### config.mk
export PLATFORM = sky130hd
export DESIGN_NAME = nearest_timestamp_sample_align
export DESIGN_NICKNAME = d
export VERILOG_FILES = /design/src/ntsa_pkg.sv /design/src/ntsa_cell.sv /design/src/ntsa_match.sv /design/src/nearest_timestamp_sample_align.sv
export SDC_FILE = /design/constraint.sdc
export NUM_CORES = 2
export LEC_CHECK = 0
export BUFFER_PORTS_ARGS = -buffer_cell sky130_fd_sc_hd__buf_4
export CORE_MARGIN = 2
export CORE_UTILIZATION = 37
export CTS_CLUSTER_DIAMETER = 50
export DETAILED_ROUTE_END_ITERATION = 12
export GPL_TIMING_DRIVEN = 1
export PLACE_DENSITY_LB_ADDON = 0.3
export SLEW_MARGIN = 20
export SYNTH_ARGS = -nofsm -noshare
export SYNTH_HDL_FRONTEND = slang
export SYNTH_HIERARCHICAL = 1
export SYNTH_SLANG_ARGS = --single-unit
### constraint.sdc
create_clock -name clock -period 104.6 [get_ports clock]
set_input_delay 10.46 -clock clock [delete_from_list [all_inputs] [get_ports clock]]
set_output_delay 10.46 -clock clock [all_outputs]
set_load 0.01 [all_outputs]
### src/ntsa_pkg.sv
`timescale 1ns / 1ps
// ----------------------------------------------------------------------------
// ntsa_pkg: shared types for the nearest-timestamp sample aligner
// Request/response items, stored sample, match control and scan states.
// ----------------------------------------------------------------------------
package ntsa_pkg;

   localparam int STAMP_W = 63;
   localparam int ANGLE_W = 32;
   localparam int OFFS_W  = 64;
   localparam int SKEW_W  = 32;

   localparam logic CMD_PUSH  = 1'b0;
   localparam logic CMD_QUERY = 1'b1;

   localparam int  CSR_ADDR_W      = 3;
   localparam logic [CSR_ADDR_W-1:0] CSR_WARN_SKEW = 3'd0;
   localparam logic [SKEW_W-1:0]     SKEW_RESET    = 32'd50000000;

   typedef struct packed {
      logic                       cmd;
      logic [STAMP_W-1:0]         stamp_ns;
      logic signed [ANGLE_W-1:0]  yaw_in;
      logic signed [ANGLE_W-1:0]  pitch_in;
   } req_type;

   typedef struct packed {
      logic signed [ANGLE_W-1:0]  yaw_out;
      logic signed [ANGLE_W-1:0]  pitch_out;
      logic signed [OFFS_W-1:0]   offset_ns;
      logic                       empty_flag;
      logic                       late_flag;
   } rsp_type;

   typedef struct packed {
      logic [STAMP_W-1:0]         stamp;
      logic signed [ANGLE_W-1:0]  yaw;
      logic signed [ANGLE_W-1:0]  pitch;
   } sample_type;

   typedef struct packed {
      logic clear;
      logic valid;
   } match_ctl_type;

   typedef struct packed {
      logic                       found;
      logic [STAMP_W-1:0]         gap;
      logic signed [OFFS_W-1:0]   diff;
      logic signed [ANGLE_W-1:0]  yaw;
      logic signed [ANGLE_W-1:0]  pitch;
   } match_type;

   typedef enum logic [1:0] {
      ST_IDLE,
      ST_SCAN,
      ST_DRAIN,
      ST_FINISH
   } state_type;

endpackage

### src/ntsa_cell.sv
`timescale 1ns / 1ps
// ----------------------------------------------------------------------------
// ntsa_cell: one history cell
// Holds one timestamped sample and takes its left neighbor's sample on shift.
// ----------------------------------------------------------------------------
module ntsa_cell (
   input  logic                  clock,
   input  logic                  shift_en,
   input  ntsa_pkg::sample_type  left_sample,
   output ntsa_pkg::sample_type  cell_sample
);
   import ntsa_pkg::*;

   sample_type sample_ff;

   always_ff @(posedge clock) begin
      if (shift_en) begin
         sample_ff <= left_sample;
      end
   end

   assign cell_sample = sample_ff;

endmodule

### src/ntsa_match.sv
`timescale 1ns / 1ps
// ----------------------------------------------------------------------------
// ntsa_match: nearest-sample tracker
// Two stages: absolute gap and signed offset, then keep the strictly closer one.
// ----------------------------------------------------------------------------
module ntsa_match (
   input  logic                          clock,
   input  logic                          reset,
   input  ntsa_pkg::match_ctl_type       ctl,
   input  ntsa_pkg::sample_type          sample,
   input  logic [ntsa_pkg::STAMP_W-1:0]  query_time,
   output ntsa_pkg::match_type           best
);
   import ntsa_pkg::*;

   logic [OFFS_W-1:0]   fwd_diff;
   logic [OFFS_W-1:0]   rev_diff;
   logic                s1_valid_ff;
   logic [STAMP_W-1:0]  s1_gap_ff;
   logic [OFFS_W-1:0]   s1_diff_ff;
   logic [ANGLE_W-1:0]  s1_yaw_ff;
   logic [ANGLE_W-1:0]  s1_pitch_ff;
   logic                take;
   match_type           best_ff;

   // both directions in parallel, pick by sign
   assign fwd_diff = {1'b0, sample.stamp} - {1'b0, query_time};
   assign rev_diff = {1'b0, query_time} - {1'b0, sample.stamp};

   always_ff @(posedge clock) begin
      if (reset) begin
         s1_valid_ff <= 1'b0;
      end else begin
         s1_valid_ff <= ctl.valid;
      end
   end

   always_ff @(posedge clock) begin
      if (ctl.valid) begin
         s1_gap_ff   <= fwd_diff[OFFS_W-1] ? rev_diff[STAMP_W-1:0] : fwd_diff[STAMP_W-1:0];
         s1_diff_ff  <= fwd_diff;
         s1_yaw_ff   <= sample.yaw;
         s1_pitch_ff <= sample.pitch;
      end
   end

   // strict compare: on a tie keep the older sample
   assign take = s1_valid_ff && (!best_ff.found || (s1_gap_ff < best_ff.gap));

   always_ff @(posedge clock) begin
      if (reset || ctl.clear) begin
         best_ff.found <= 1'b0;
      end else if (take) begin
         best_ff.found <= 1'b1;
      end
      if (take) begin
         best_ff.gap   <= s1_gap_ff;
         best_ff.diff  <= s1_diff_ff;
         best_ff.yaw   <= s1_yaw_ff;
         best_ff.pitch <= s1_pitch_ff;
      end
   end

   assign best = best_ff;

endmodule

### src/nearest_timestamp_sample_align.sv
`timescale 1ns / 1ps
// ----------------------------------------------------------------------------
// nearest_timestamp_sample_align: nearest-timestamp gimbal sample lookup
// Sample history in a shift chain, rotating scan for the closest timestamp.
// ----------------------------------------------------------------------------
// Usage:
//   req_ channel carries one item per handshake: cmd 0 pushes a sample
//   (time, yaw, pitch), cmd 1 queries by image time. rsp_ returns one item
//   per query and none per push. The APB port holds warn_skew_ns at address 0.
//   The history is a chain of DEPTH cells; a push shifts a new sample in and
//   drops the oldest when full. A query rotates the whole chain once
//   through the match unit at its end, one cell per cycle, then passes the
//   drain and finish states and loads the result into the output register
//   (from idle straight to finish when the history is empty); the request
//   side is busy until then. The chain rotation sets the rate.
//   A finished result waits in the output register while the receiver
//   stalls; pushes are still accepted, and a new query scans but holds its
//   result until the register frees up.
//   Reset empties the history and restores warn_skew_ns to 50000000.
// ----------------------------------------------------------------------------
module nearest_timestamp_sample_align #(
   parameter int DEPTH = 50
) (
   input  logic                              clock,
   input  logic                              reset,
   input  logic                              req_valid,
   output logic                              req_ready,
   input  ntsa_pkg::req_type                 req_payload,
   output logic                              rsp_valid,
   input  logic                              rsp_ready,
   output ntsa_pkg::rsp_type                 rsp_payload,
   input  logic                              psel,
   input  logic                              penable,
   input  logic                              pwrite,
   input  logic [ntsa_pkg::CSR_ADDR_W-1:0]   paddr,
   input  logic [31:0]                       pwdata,
   output logic [31:0]                       prdata,
   output logic                              pready
);
   import ntsa_pkg::*;

   localparam int CNT_W = $clog2(DEPTH + 1);
   localparam logic [CNT_W-1:0] DEPTH_C = CNT_W'(DEPTH);
   localparam logic [CNT_W-1:0] LAST_C  = CNT_W'(DEPTH - 1);

   state_type           state_ff, state_in;
   logic [CNT_W-1:0]    fill_ff, fill_in;
   logic [CNT_W-1:0]    scan_ff, scan_in;
   logic [STAMP_W-1:0]  query_stamp_ff;
   logic [SKEW_W-1:0]   warn_skew_ff;
   logic                rsp_valid_ff, rsp_valid_in;
   rsp_type             rsp_data_ff;
   rsp_type             rsp_data_in;

   logic                req_fire;
   logic                push_fire;
   logic                query_fire;
   logic                shift_en;
   logic                rsp_load;
   sample_type          chain_src;
   sample_type          cell_q [DEPTH];
   match_ctl_type       match_ctl;
   match_type           best;

   // ---------------- configuration port ----------------
   assign pready = 1'b1;

   always_ff @(posedge clock) begin
      if (reset) begin
         warn_skew_ff <= SKEW_RESET;
      end else if (psel && penable && pwrite && (paddr == CSR_WARN_SKEW)) begin
         warn_skew_ff <= pwdata;
      end
   end

   assign prdata = (paddr == CSR_WARN_SKEW) ? warn_skew_ff : 32'd0;

   // ---------------- handshake ----------------
   assign req_ready  = (state_ff == ST_IDLE);
   assign req_fire   = req_valid && req_ready;
   assign push_fire  = req_fire && (req_payload.cmd == CMD_PUSH);
   assign query_fire = req_fire && (req_payload.cmd == CMD_QUERY);

   // ---------------- sample chain ----------------
   // recirculate the oldest end into the newest end while scanning
   assign shift_en  = push_fire || (state_ff == ST_SCAN);
   assign chain_src = (state_ff == ST_SCAN) ? cell_q[DEPTH-1] :
                      sample_type'{stamp: req_payload.stamp_ns,
                                   yaw:   req_payload.yaw_in,
                                   pitch: req_payload.pitch_in};

   for (genvar g = 0; g < DEPTH; g++) begin : g_cell
      if (g == 0) begin : g_head
         ntsa_cell u_cell (
            .clock       (clock),
            .shift_en    (shift_en),
            .left_sample (chain_src),
            .cell_sample (cell_q[g])
         );
      end else begin : g_body
         ntsa_cell u_cell (
            .clock       (clock),
            .shift_en    (shift_en),
            .left_sample (cell_q[g-1]),
            .cell_sample (cell_q[g])
         );
      end
   end

   // ---------------- match unit ----------------
   // occupied cells leave the chain end in the last fill_ff scan steps, oldest first
   assign match_ctl.clear = query_fire;
   assign match_ctl.valid = (state_ff == ST_SCAN) && (scan_ff >= (DEPTH_C - fill_ff));

   ntsa_match u_match (
      .clock       (clock),
      .reset       (reset),
      .ctl         (match_ctl),
      .sample      (cell_q[DEPTH-1]),
      .query_time  (query_stamp_ff),
      .best        (best)
   );

   always_ff @(posedge clock) begin
      if (query_fire) begin
         query_stamp_ff <= req_payload.stamp_ns;
      end
   end

   // ---------------- control ----------------
   always_comb begin
      state_in = state_ff;
      scan_in  = scan_ff;
      fill_in  = fill_ff;
      rsp_load = 1'b0;
      case (state_ff)
         ST_IDLE: begin
            scan_in = '0;
            if (push_fire && (fill_ff != DEPTH_C)) begin
               fill_in = fill_ff + 1'b1;
            end
            if (query_fire) begin
               state_in = (fill_ff == '0) ? ST_FINISH : ST_SCAN;
            end
         end
         ST_SCAN: begin
            scan_in = scan_ff + 1'b1;
            if (scan_ff == LAST_C) begin
               state_in = ST_DRAIN;
            end
         end
         ST_DRAIN: begin
            state_in = ST_FINISH;
         end
         ST_FINISH: begin
            // hold until the output register is free
            if (!rsp_valid_ff || rsp_ready) begin
               rsp_load = 1'b1;
               state_in = ST_IDLE;
            end
         end
         default: begin
            state_in = ST_IDLE;
         end
      endcase
   end

   always_ff @(posedge clock) begin
      if (reset) begin
         state_ff <= ST_IDLE;
         fill_ff  <= '0;
         scan_ff  <= '0;
      end else begin
         state_ff <= state_in;
         fill_ff  <= fill_in;
         scan_ff  <= scan_in;
      end
   end

   // ---------------- result register ----------------
   always_comb begin
      rsp_data_in.yaw_out    = best.found ? best.yaw   : '0;
      rsp_data_in.pitch_out  = best.found ? best.pitch : '0;
      rsp_data_in.offset_ns  = best.found ? best.diff  : '0;
      rsp_data_in.empty_flag = !best.found;
      rsp_data_in.late_flag  = best.found &&
                               (best.gap > {{(STAMP_W-SKEW_W){1'b0}}, warn_skew_ff});
   end

   assign rsp_valid_in = rsp_load || (rsp_valid_ff && !rsp_ready);

   always_ff @(posedge clock) begin
      if (reset) begin
         rsp_valid_ff <= 1'b0;
      end else begin
         rsp_valid_ff <= rsp_valid_in;
      end
   end

   always_ff @(posedge clock) begin
      if (rsp_load) begin
         rsp_data_ff <= rsp_data_in;
      end
   end

   assign rsp_valid   = rsp_valid_ff;
   assign rsp_payload = rsp_data_ff;

   // ---------------- assertions ----------------
   a_fill_bound: assert property (@(posedge clock) disable iff (reset)
      fill_ff <= DEPTH_C)
      else $error("fill count above history depth");

   a_full_push_holds: assert property (@(posedge clock) disable iff (reset)
      (push_fire && (fill_ff == DEPTH_C)) |=> (fill_ff == DEPTH_C))
      else $error("fill count changed on push into full history");

   a_empty_query_skips_scan: assert property (@(posedge clock) disable iff (reset)
      (query_fire && (fill_ff == '0)) |=> (state_ff == ST_FINISH))
      else $error("empty query did not go straight to finish");

   a_scan_full_turn: assert property (@(posedge clock) disable iff (reset)
      (state_ff == ST_SCAN) && (scan_ff == LAST_C) |=> (state_ff == ST_DRAIN))
      else $error("scan did not end after one full chain rotation");

   a_load_only_free: assert property (@(posedge clock) disable iff (reset)
      rsp_load |-> (!rsp_valid_ff || rsp_ready))
      else $error("result register overwritten while held");

endmodule

======== Word level (Yosys, flattened, before mapping) ========
Cells that the tools add are included.
word-level totals
  flip-flop bits (word level) ............. 6974
  input port bits ......................... 170
  output and inout port bits .............. 165
  word-level logic and storage cells ...... 224
operators by class
  add/sub/neg operators ................... 5
  order comparisons ....................... 3
  equal/unequal tests ..................... 8
  multiplexer cells ....................... 11
  bitwise logic cells ..................... 1
  reduce and logical (&&, ||, !) cells .... 25
operators by type and width
  kind                 count
  $mux 127             1
  $sub 63x63->64       1
  $gt 63x32->1         1
  $lt 63x63->1         1
  $mux 63              1
  $sub 63x63->63       1
  $mux 32              1
  $add 6x1->6 const B  2
  $pmux 6 s2           1
  $logic_and 1x1->1    11
  $mux 2               4
  $pmux 2 s4           1
  $eq 6x6->1 const B   1
  $ge 6x6->1           1
  $logic_not 6->1      1
  $ne 6x6->1 const B   1
  $sub 6x6->6 const A  1
  $logic_or 1x1->1     5
  $eq 2x2->1 const B   2
  $ne 2x1->1 const B   2
  $logic_not 1->1      3
  $logic_not 3->1      1
  $reduce_and 3->1     1
  $eq 2x1->1 const B   1
  6 further kinds      7

======== Longest topological paths before layout ========
  depth in word-level cells ............... 5
  depth in mapped cells ................... 16

======== Modules after synthesis ========
The synthesis kept the hierarchy.
modules (own cells, without submodules)
  module                          times used  cells an instance  area an instance (sq um)  seq. area each (sq um)
  ntsa_cell                       50          127                3813.7                    3813.7
  ntsa_match                      1           1944               21563.2                   11451.0
  nearest_timestamp_sample_align  1           897                11407.2                   6736.5

======== Worst setup path after synthesis ========
OpenSTA, ideal clock, no wires.
  path kind ............................... input -> register
  start point ............................. input port req_valid
  end point ............................... register g_cell[0].g_head.u_cell.sample_ff (netlist bit g_cell[0].g_head.u_cell/cell_sample[0]) (enable)
  setup time .............................. 4232 ps
  data arrival time ....................... 85787 ps
  path slack .............................. 14580 ps
  stages on the path ...................... 3
  buffers on the path ..................... 0
  cell sequence ........................... nand2_1 -> nor2_1 -> or2_2
between the ends
  cells in the longest elaborated chain, start to end .. 3
ends and longest elaborated chain
  item                    line                                  RTL
  start: declaration      nearest_timestamp_sample_align.sv:26  input logic req_valid,
  $logic_and 1x1->1       nearest_timestamp_sample_align.sv:80  assign req_fire = req_valid && req_ready;
  $logic_and 1x1->1       nearest_timestamp_sample_align.sv:81  assign push_fire = req_fire && (req_payload.cmd == CMD_PUSH);
  $logic_or 1x1->1        nearest_timestamp_sample_align.sv:86  assign shift_en = push_fire || (state_ff == ST_SCAN);
  named net shift_en      nearest_timestamp_sample_align.sv:58  logic shift_en;
  end signal: assignment  ntsa_cell.sv:18                       sample_ff <= left_sample;
  end: declaration        ntsa_cell.sv:14                       sample_type sample_ff;
The timed path passes the listed nets, and every way through them passes these cells.
A chain may end at the register's enable or synchronous reset.

======== Worst setup path after layout ========
  start point ............................. input port paddr[1] (netlist name)
  end point ............................... output port prdata[25]
between the ends
  cells in the longest elaborated chain, start to end .. 2
ends and longest elaborated chain
  item                line                                  RTL
  start: declaration  nearest_timestamp_sample_align.sv:35  input logic [ntsa_pkg::CSR_ADDR_W-1:0] paddr,
  $logic_not 3->1     nearest_timestamp_sample_align.sv:76  assign prdata = (paddr == CSR_WARN_SKEW) ? warn_skew_ff : 32'd0;
  $mux 32             nearest_timestamp_sample_align.sv:76
  end: declaration    nearest_timestamp_sample_align.sv:37  output logic [31:0] prdata,
No other way between the ends.

==> out/metrics.yaml <==
global_routing:
  grt_first_pass_wirelength_um: 527000
  grt_overflow: 0
  grt_use_total: 0.109
  antenna_found_initial: 14
  grt_max_degree: 215
  grt_pass1_vias: 85000
power_and_ir_drop:
  peakVddDrop_v: 0.0000235
  power_frac_seq: 0.604
  power.total_mw: 7.65
  pwr-share-clk: 0.316
  p_sw_mw: 1.83
  p_int_mw: 5.82
  p_per_area_nw_per_um2: 29.5
  power.leakage_nw: 85.6
  p_sw_frac: 0.239
  pwr-share-comb: 0.080
sta:
  worst_slew_pin_slew_ns: 1.21
  final_max_slew_viol_count: 0
  clock-skew-final_ns: 0.0984
  rsz0062_at_grt: "false"
  max-slew-margin-rel: 0.185
  tns_ns: 0
  finalHoldViolCount: 0
  setup_violations: 0
  max_freq_mhz: 45.2
  finalCriticalPeriod_ns: 22.12
  fin_crit_sh: 0.211
floorplan:
  die_h_um: 781
  fp.dieW_um: 781
  rows: 285
  core_um2: 602000
  io_pins: 335
  start_util: 0.371
  dieArea_um2: 611000
worst_setup_path:
  reg2reg_from: "state_ff[1]"
  reg2reg_slack_ns: 92.65
  cp_max_fo: 34
  slowest_stage: "nor3_4"
  worstSetupPathType: "input pin to primary output"
  crit_start: "paddr[1]"
  crit_path_end_kind: "primary output"
  cp.arrival_ns: 11.66
  crit_required_ns: 94.14
  crit_top_cell: "buf_4"
  critPathLaunchType: "input pin"
  max_stage_delay_ns: 0.70
  r2r_end: "g_cell[48].g_body.u_cell/cell_sample[30]"
  reg2reg_depth: 16
  path_cells: "buf_4 > nor3_4 > and2_1 > buf_4"
route:
  ant_nets: 0
  vias: 84400
  wire_per_inst_um: 18.4
  drtPass1Iterations: 5
  drtIter0Drc: 8326
  vias_per_cell: 4.49
  drcViolationCount: 0
  wl_um: 346000
logic_synthesis:
  syn_inst: 9191
  yosysUniqueCellTypes: 81
  yosysSeqAreaShare: 0.934
  synth_edf_count: 6923
  synth_area_um2: 224000
  synth_async_sr_flop_share: 0
  synth_ff_type: "edfxtp_1"
  syn_area_per_cell_um2: 24.3
  syn_nets: 9597
  yosys_warnings: 6
  synth-seq-cells: 6972
clock_tree:
  post_cts_buffers: 0
  cts.root.buffer_cell: "clkbuf_16"
  clock-sinks: 6972
  postCtsResizedCells: 0
  clockBufferDepth: 4
  insertion_delay_ns: 1.06
  hold_buffers: 0
  clkTransAtPathRegs_ns: 0.06
  cts_tree: "built"
  cts_max_level: 6
  cts_buffers: 702
final_layout:
  syn_to_final_growth_pct: 15.9
  nets: 10600
  multiInputGateArea_um2: 13300
  seqCellArea_um2: 209000
  fillCellCount: 50600
  drive_gt1_frac: 0.147
place:
  port_buffers: 333
  place.gp.congestion: 0.853
  dp_hpwl_um: 190000
hold_path:
  min_from: "g_cell[33].g_body.u_cell/cell_sample[23]"
  hold-path-cell-count: 0
  worst_hold_path.endpoint: "g_cell[34].g_body.u_cell/cell_sample[23]"
  hold_class: "register to register"
run:
  maxCapViolations: 0
outcome:
  status: "completed"
## power groups by stage
stage / registers (mW) / clock network (mW) / logic (mW)
6_report: 4.62 / 2.42 / 0.612
4_1_cts: 4.66 / 2.50 / 0.620
2_1_floorplan: 8.49 / 0 / 0.420
3_5_place_dp: 4.67 / 0 / 0.628
5_1_grt: 4.72 / 2.61 / 0.682
3_3_place_gp: 4.68 / 0 / 0.595
## registers in the layout, indices dropped and copies added (netlist names), 6 cells and up
name,count
fill_ff,6
g_cell.g_body.u_cell/cell_sample,6223
g_cell.g_head.u_cell/cell_sample,127
query_stamp_ff,63
rsp_payload,130
scan_ff,6
u_match/best,191
u_match/s1_diff_ff,63
u_match/s1_gap_ff,63
u_match/s1_pitch_ff,32
u_match/s1_yaw_ff,32
warn_skew_ff,32
## kinds of logic after synthesis
family,Yosys count,share of synthesized area
buffers and inverters,391,0.00708
adder cells (fa/ha/maj),236,0.0133
XOR/XNOR,121,0.00474
flip-flops,6972,0.934
AO/OA/AOI/OAI,646,0.0182
multiplexers,143,0.00713
AND/OR/NAND/NOR,681,0.0156
other,1,0.0000168
## cell usage after synthesis, types with 8 or more instances
library cell	count	area share
o21ai_0	106	0.0024
a31oi_1	15	0.00042
a211o_1	15	0.00059
a21oi_1	243	0.0054
nand2b_1	16	0.00045
xnor2_1	78	0.0031
a221oi_1	11	0.00043
a2111oi_0	8	0.00031
nand3_1	30	0.00067
inv_1	266	0.0045
o211ai_1	9	0.00030
edfxtp_1	6923	0.93
mux2_2	131	0.0066
dfxtp_1	49	0.0044
nor3_1	20	0.00045
nand2_1	170	0.0029
ha_1	234	0.013
nand4_1	62	0.0017
and2_1	167	0.0047
o21ai_1	21	0.00047
buf_4	9	0.00030
buf_2	45	0.0010
o31ai_1	8	0.00027
nor2b_1	20	0.00056
a211oi_1	9	0.00030
and3_1	10	0.00028
nor2_1	136	0.0023
a21o_1	90	0.0030
o21a_1	14	0.00047
mux2i_1	12	0.00054
xor2_1	43	0.0017
or2_2	10	0.00028
clkbuf_1	63	0.0011
o21bai_1	36	0.0012
nor4_1	13	0.00036
## critical path, delay by kind of cell
family | cells | cell delay [ns]
simple gates | 2 | 0.95
buf+inv | 2 | 0.24
## cell type report
cell class / instances / area share
multi-input combinational: 1828 / 0.0512
tap: 8036 / 0.0388
inverter: 267 / 0.00388
clock inverter: 426 / 0.0168
sequential: 6972 / 0.806
timing repair buffer: 422 / 0.0132
clock buffer: 854 / 0.0702
antenna: 5 / 0.0000483
## layer usage
layer | routed length, um | vias to the layer above | track usage
met5 | 0 | - | 0
li1 | - | 38400 | -
met1 | 167000 | 43700 | 0.165
met2 | 155000 | 1645 | 0.162
met3 | 14900 | 706 | 0.0199
met4 | 9500 | 0 | 0.0340
## stage by stage
stage / hold slack (ns) / cells / util / worst slack [ns] / area, um^2
final: 0.374 / 18800 / 0.430 / 82.48 / 259000
after global placement: 0.400 / 17500 / 0.393 / 82.59 / 236000
after CTS: 0.372 / 18800 / 0.430 / 82.50 / 259000
after floorplan: 0.400 / 9191 / - / 14.58 / 224000
after detailed placement: 0.405 / 17500 / 0.393 / 82.49 / 236000
after global routing: 0.387 / 18800 / 0.430 / 82.36 / 259000
## worst max-delay path by stage
stage / end / slack [ns] / depth (start not counted)
floorplan: g_cell[0].g_head.u_cell/cell_sample[0] / 14.58 / 3
global placement: prdata[21] / 82.59 / 4
detailed placement: prdata[26] / 82.49 / 4
CTS: prdata[26] / 82.50 / 4
global route: prdata[23] / 82.36 / 4
finish: prdata[25] / 82.48 / 4
## cells in the final DEF, fill, tap and decap left out, types with 18 or more instances in the layout
master	instances
inv_1	265
xor2_1	43
a21oi_1	242
o21bai_1	36
a21o_1	90
clkinv_1	141
nand2_1	170
nor3_1	19
clkinv_16	29
buf_4	395
inv_8	19
edfxtp_1	6923
clkinvlp_4	30
and2_1	167
nor2_1	136
nor2b_1	18
clkbuf_16	705
ha_1	233
nand4_1	62
clkinv_2	103
clkbuf_1	149
o21ai_0	106
dfxtp_1	48
nand3_1	30
xnor2_1	78
bufinv_16	41
mux2_2	131
inv_6	27
o21ai_1	21
(Power assumes the default switching activity.)
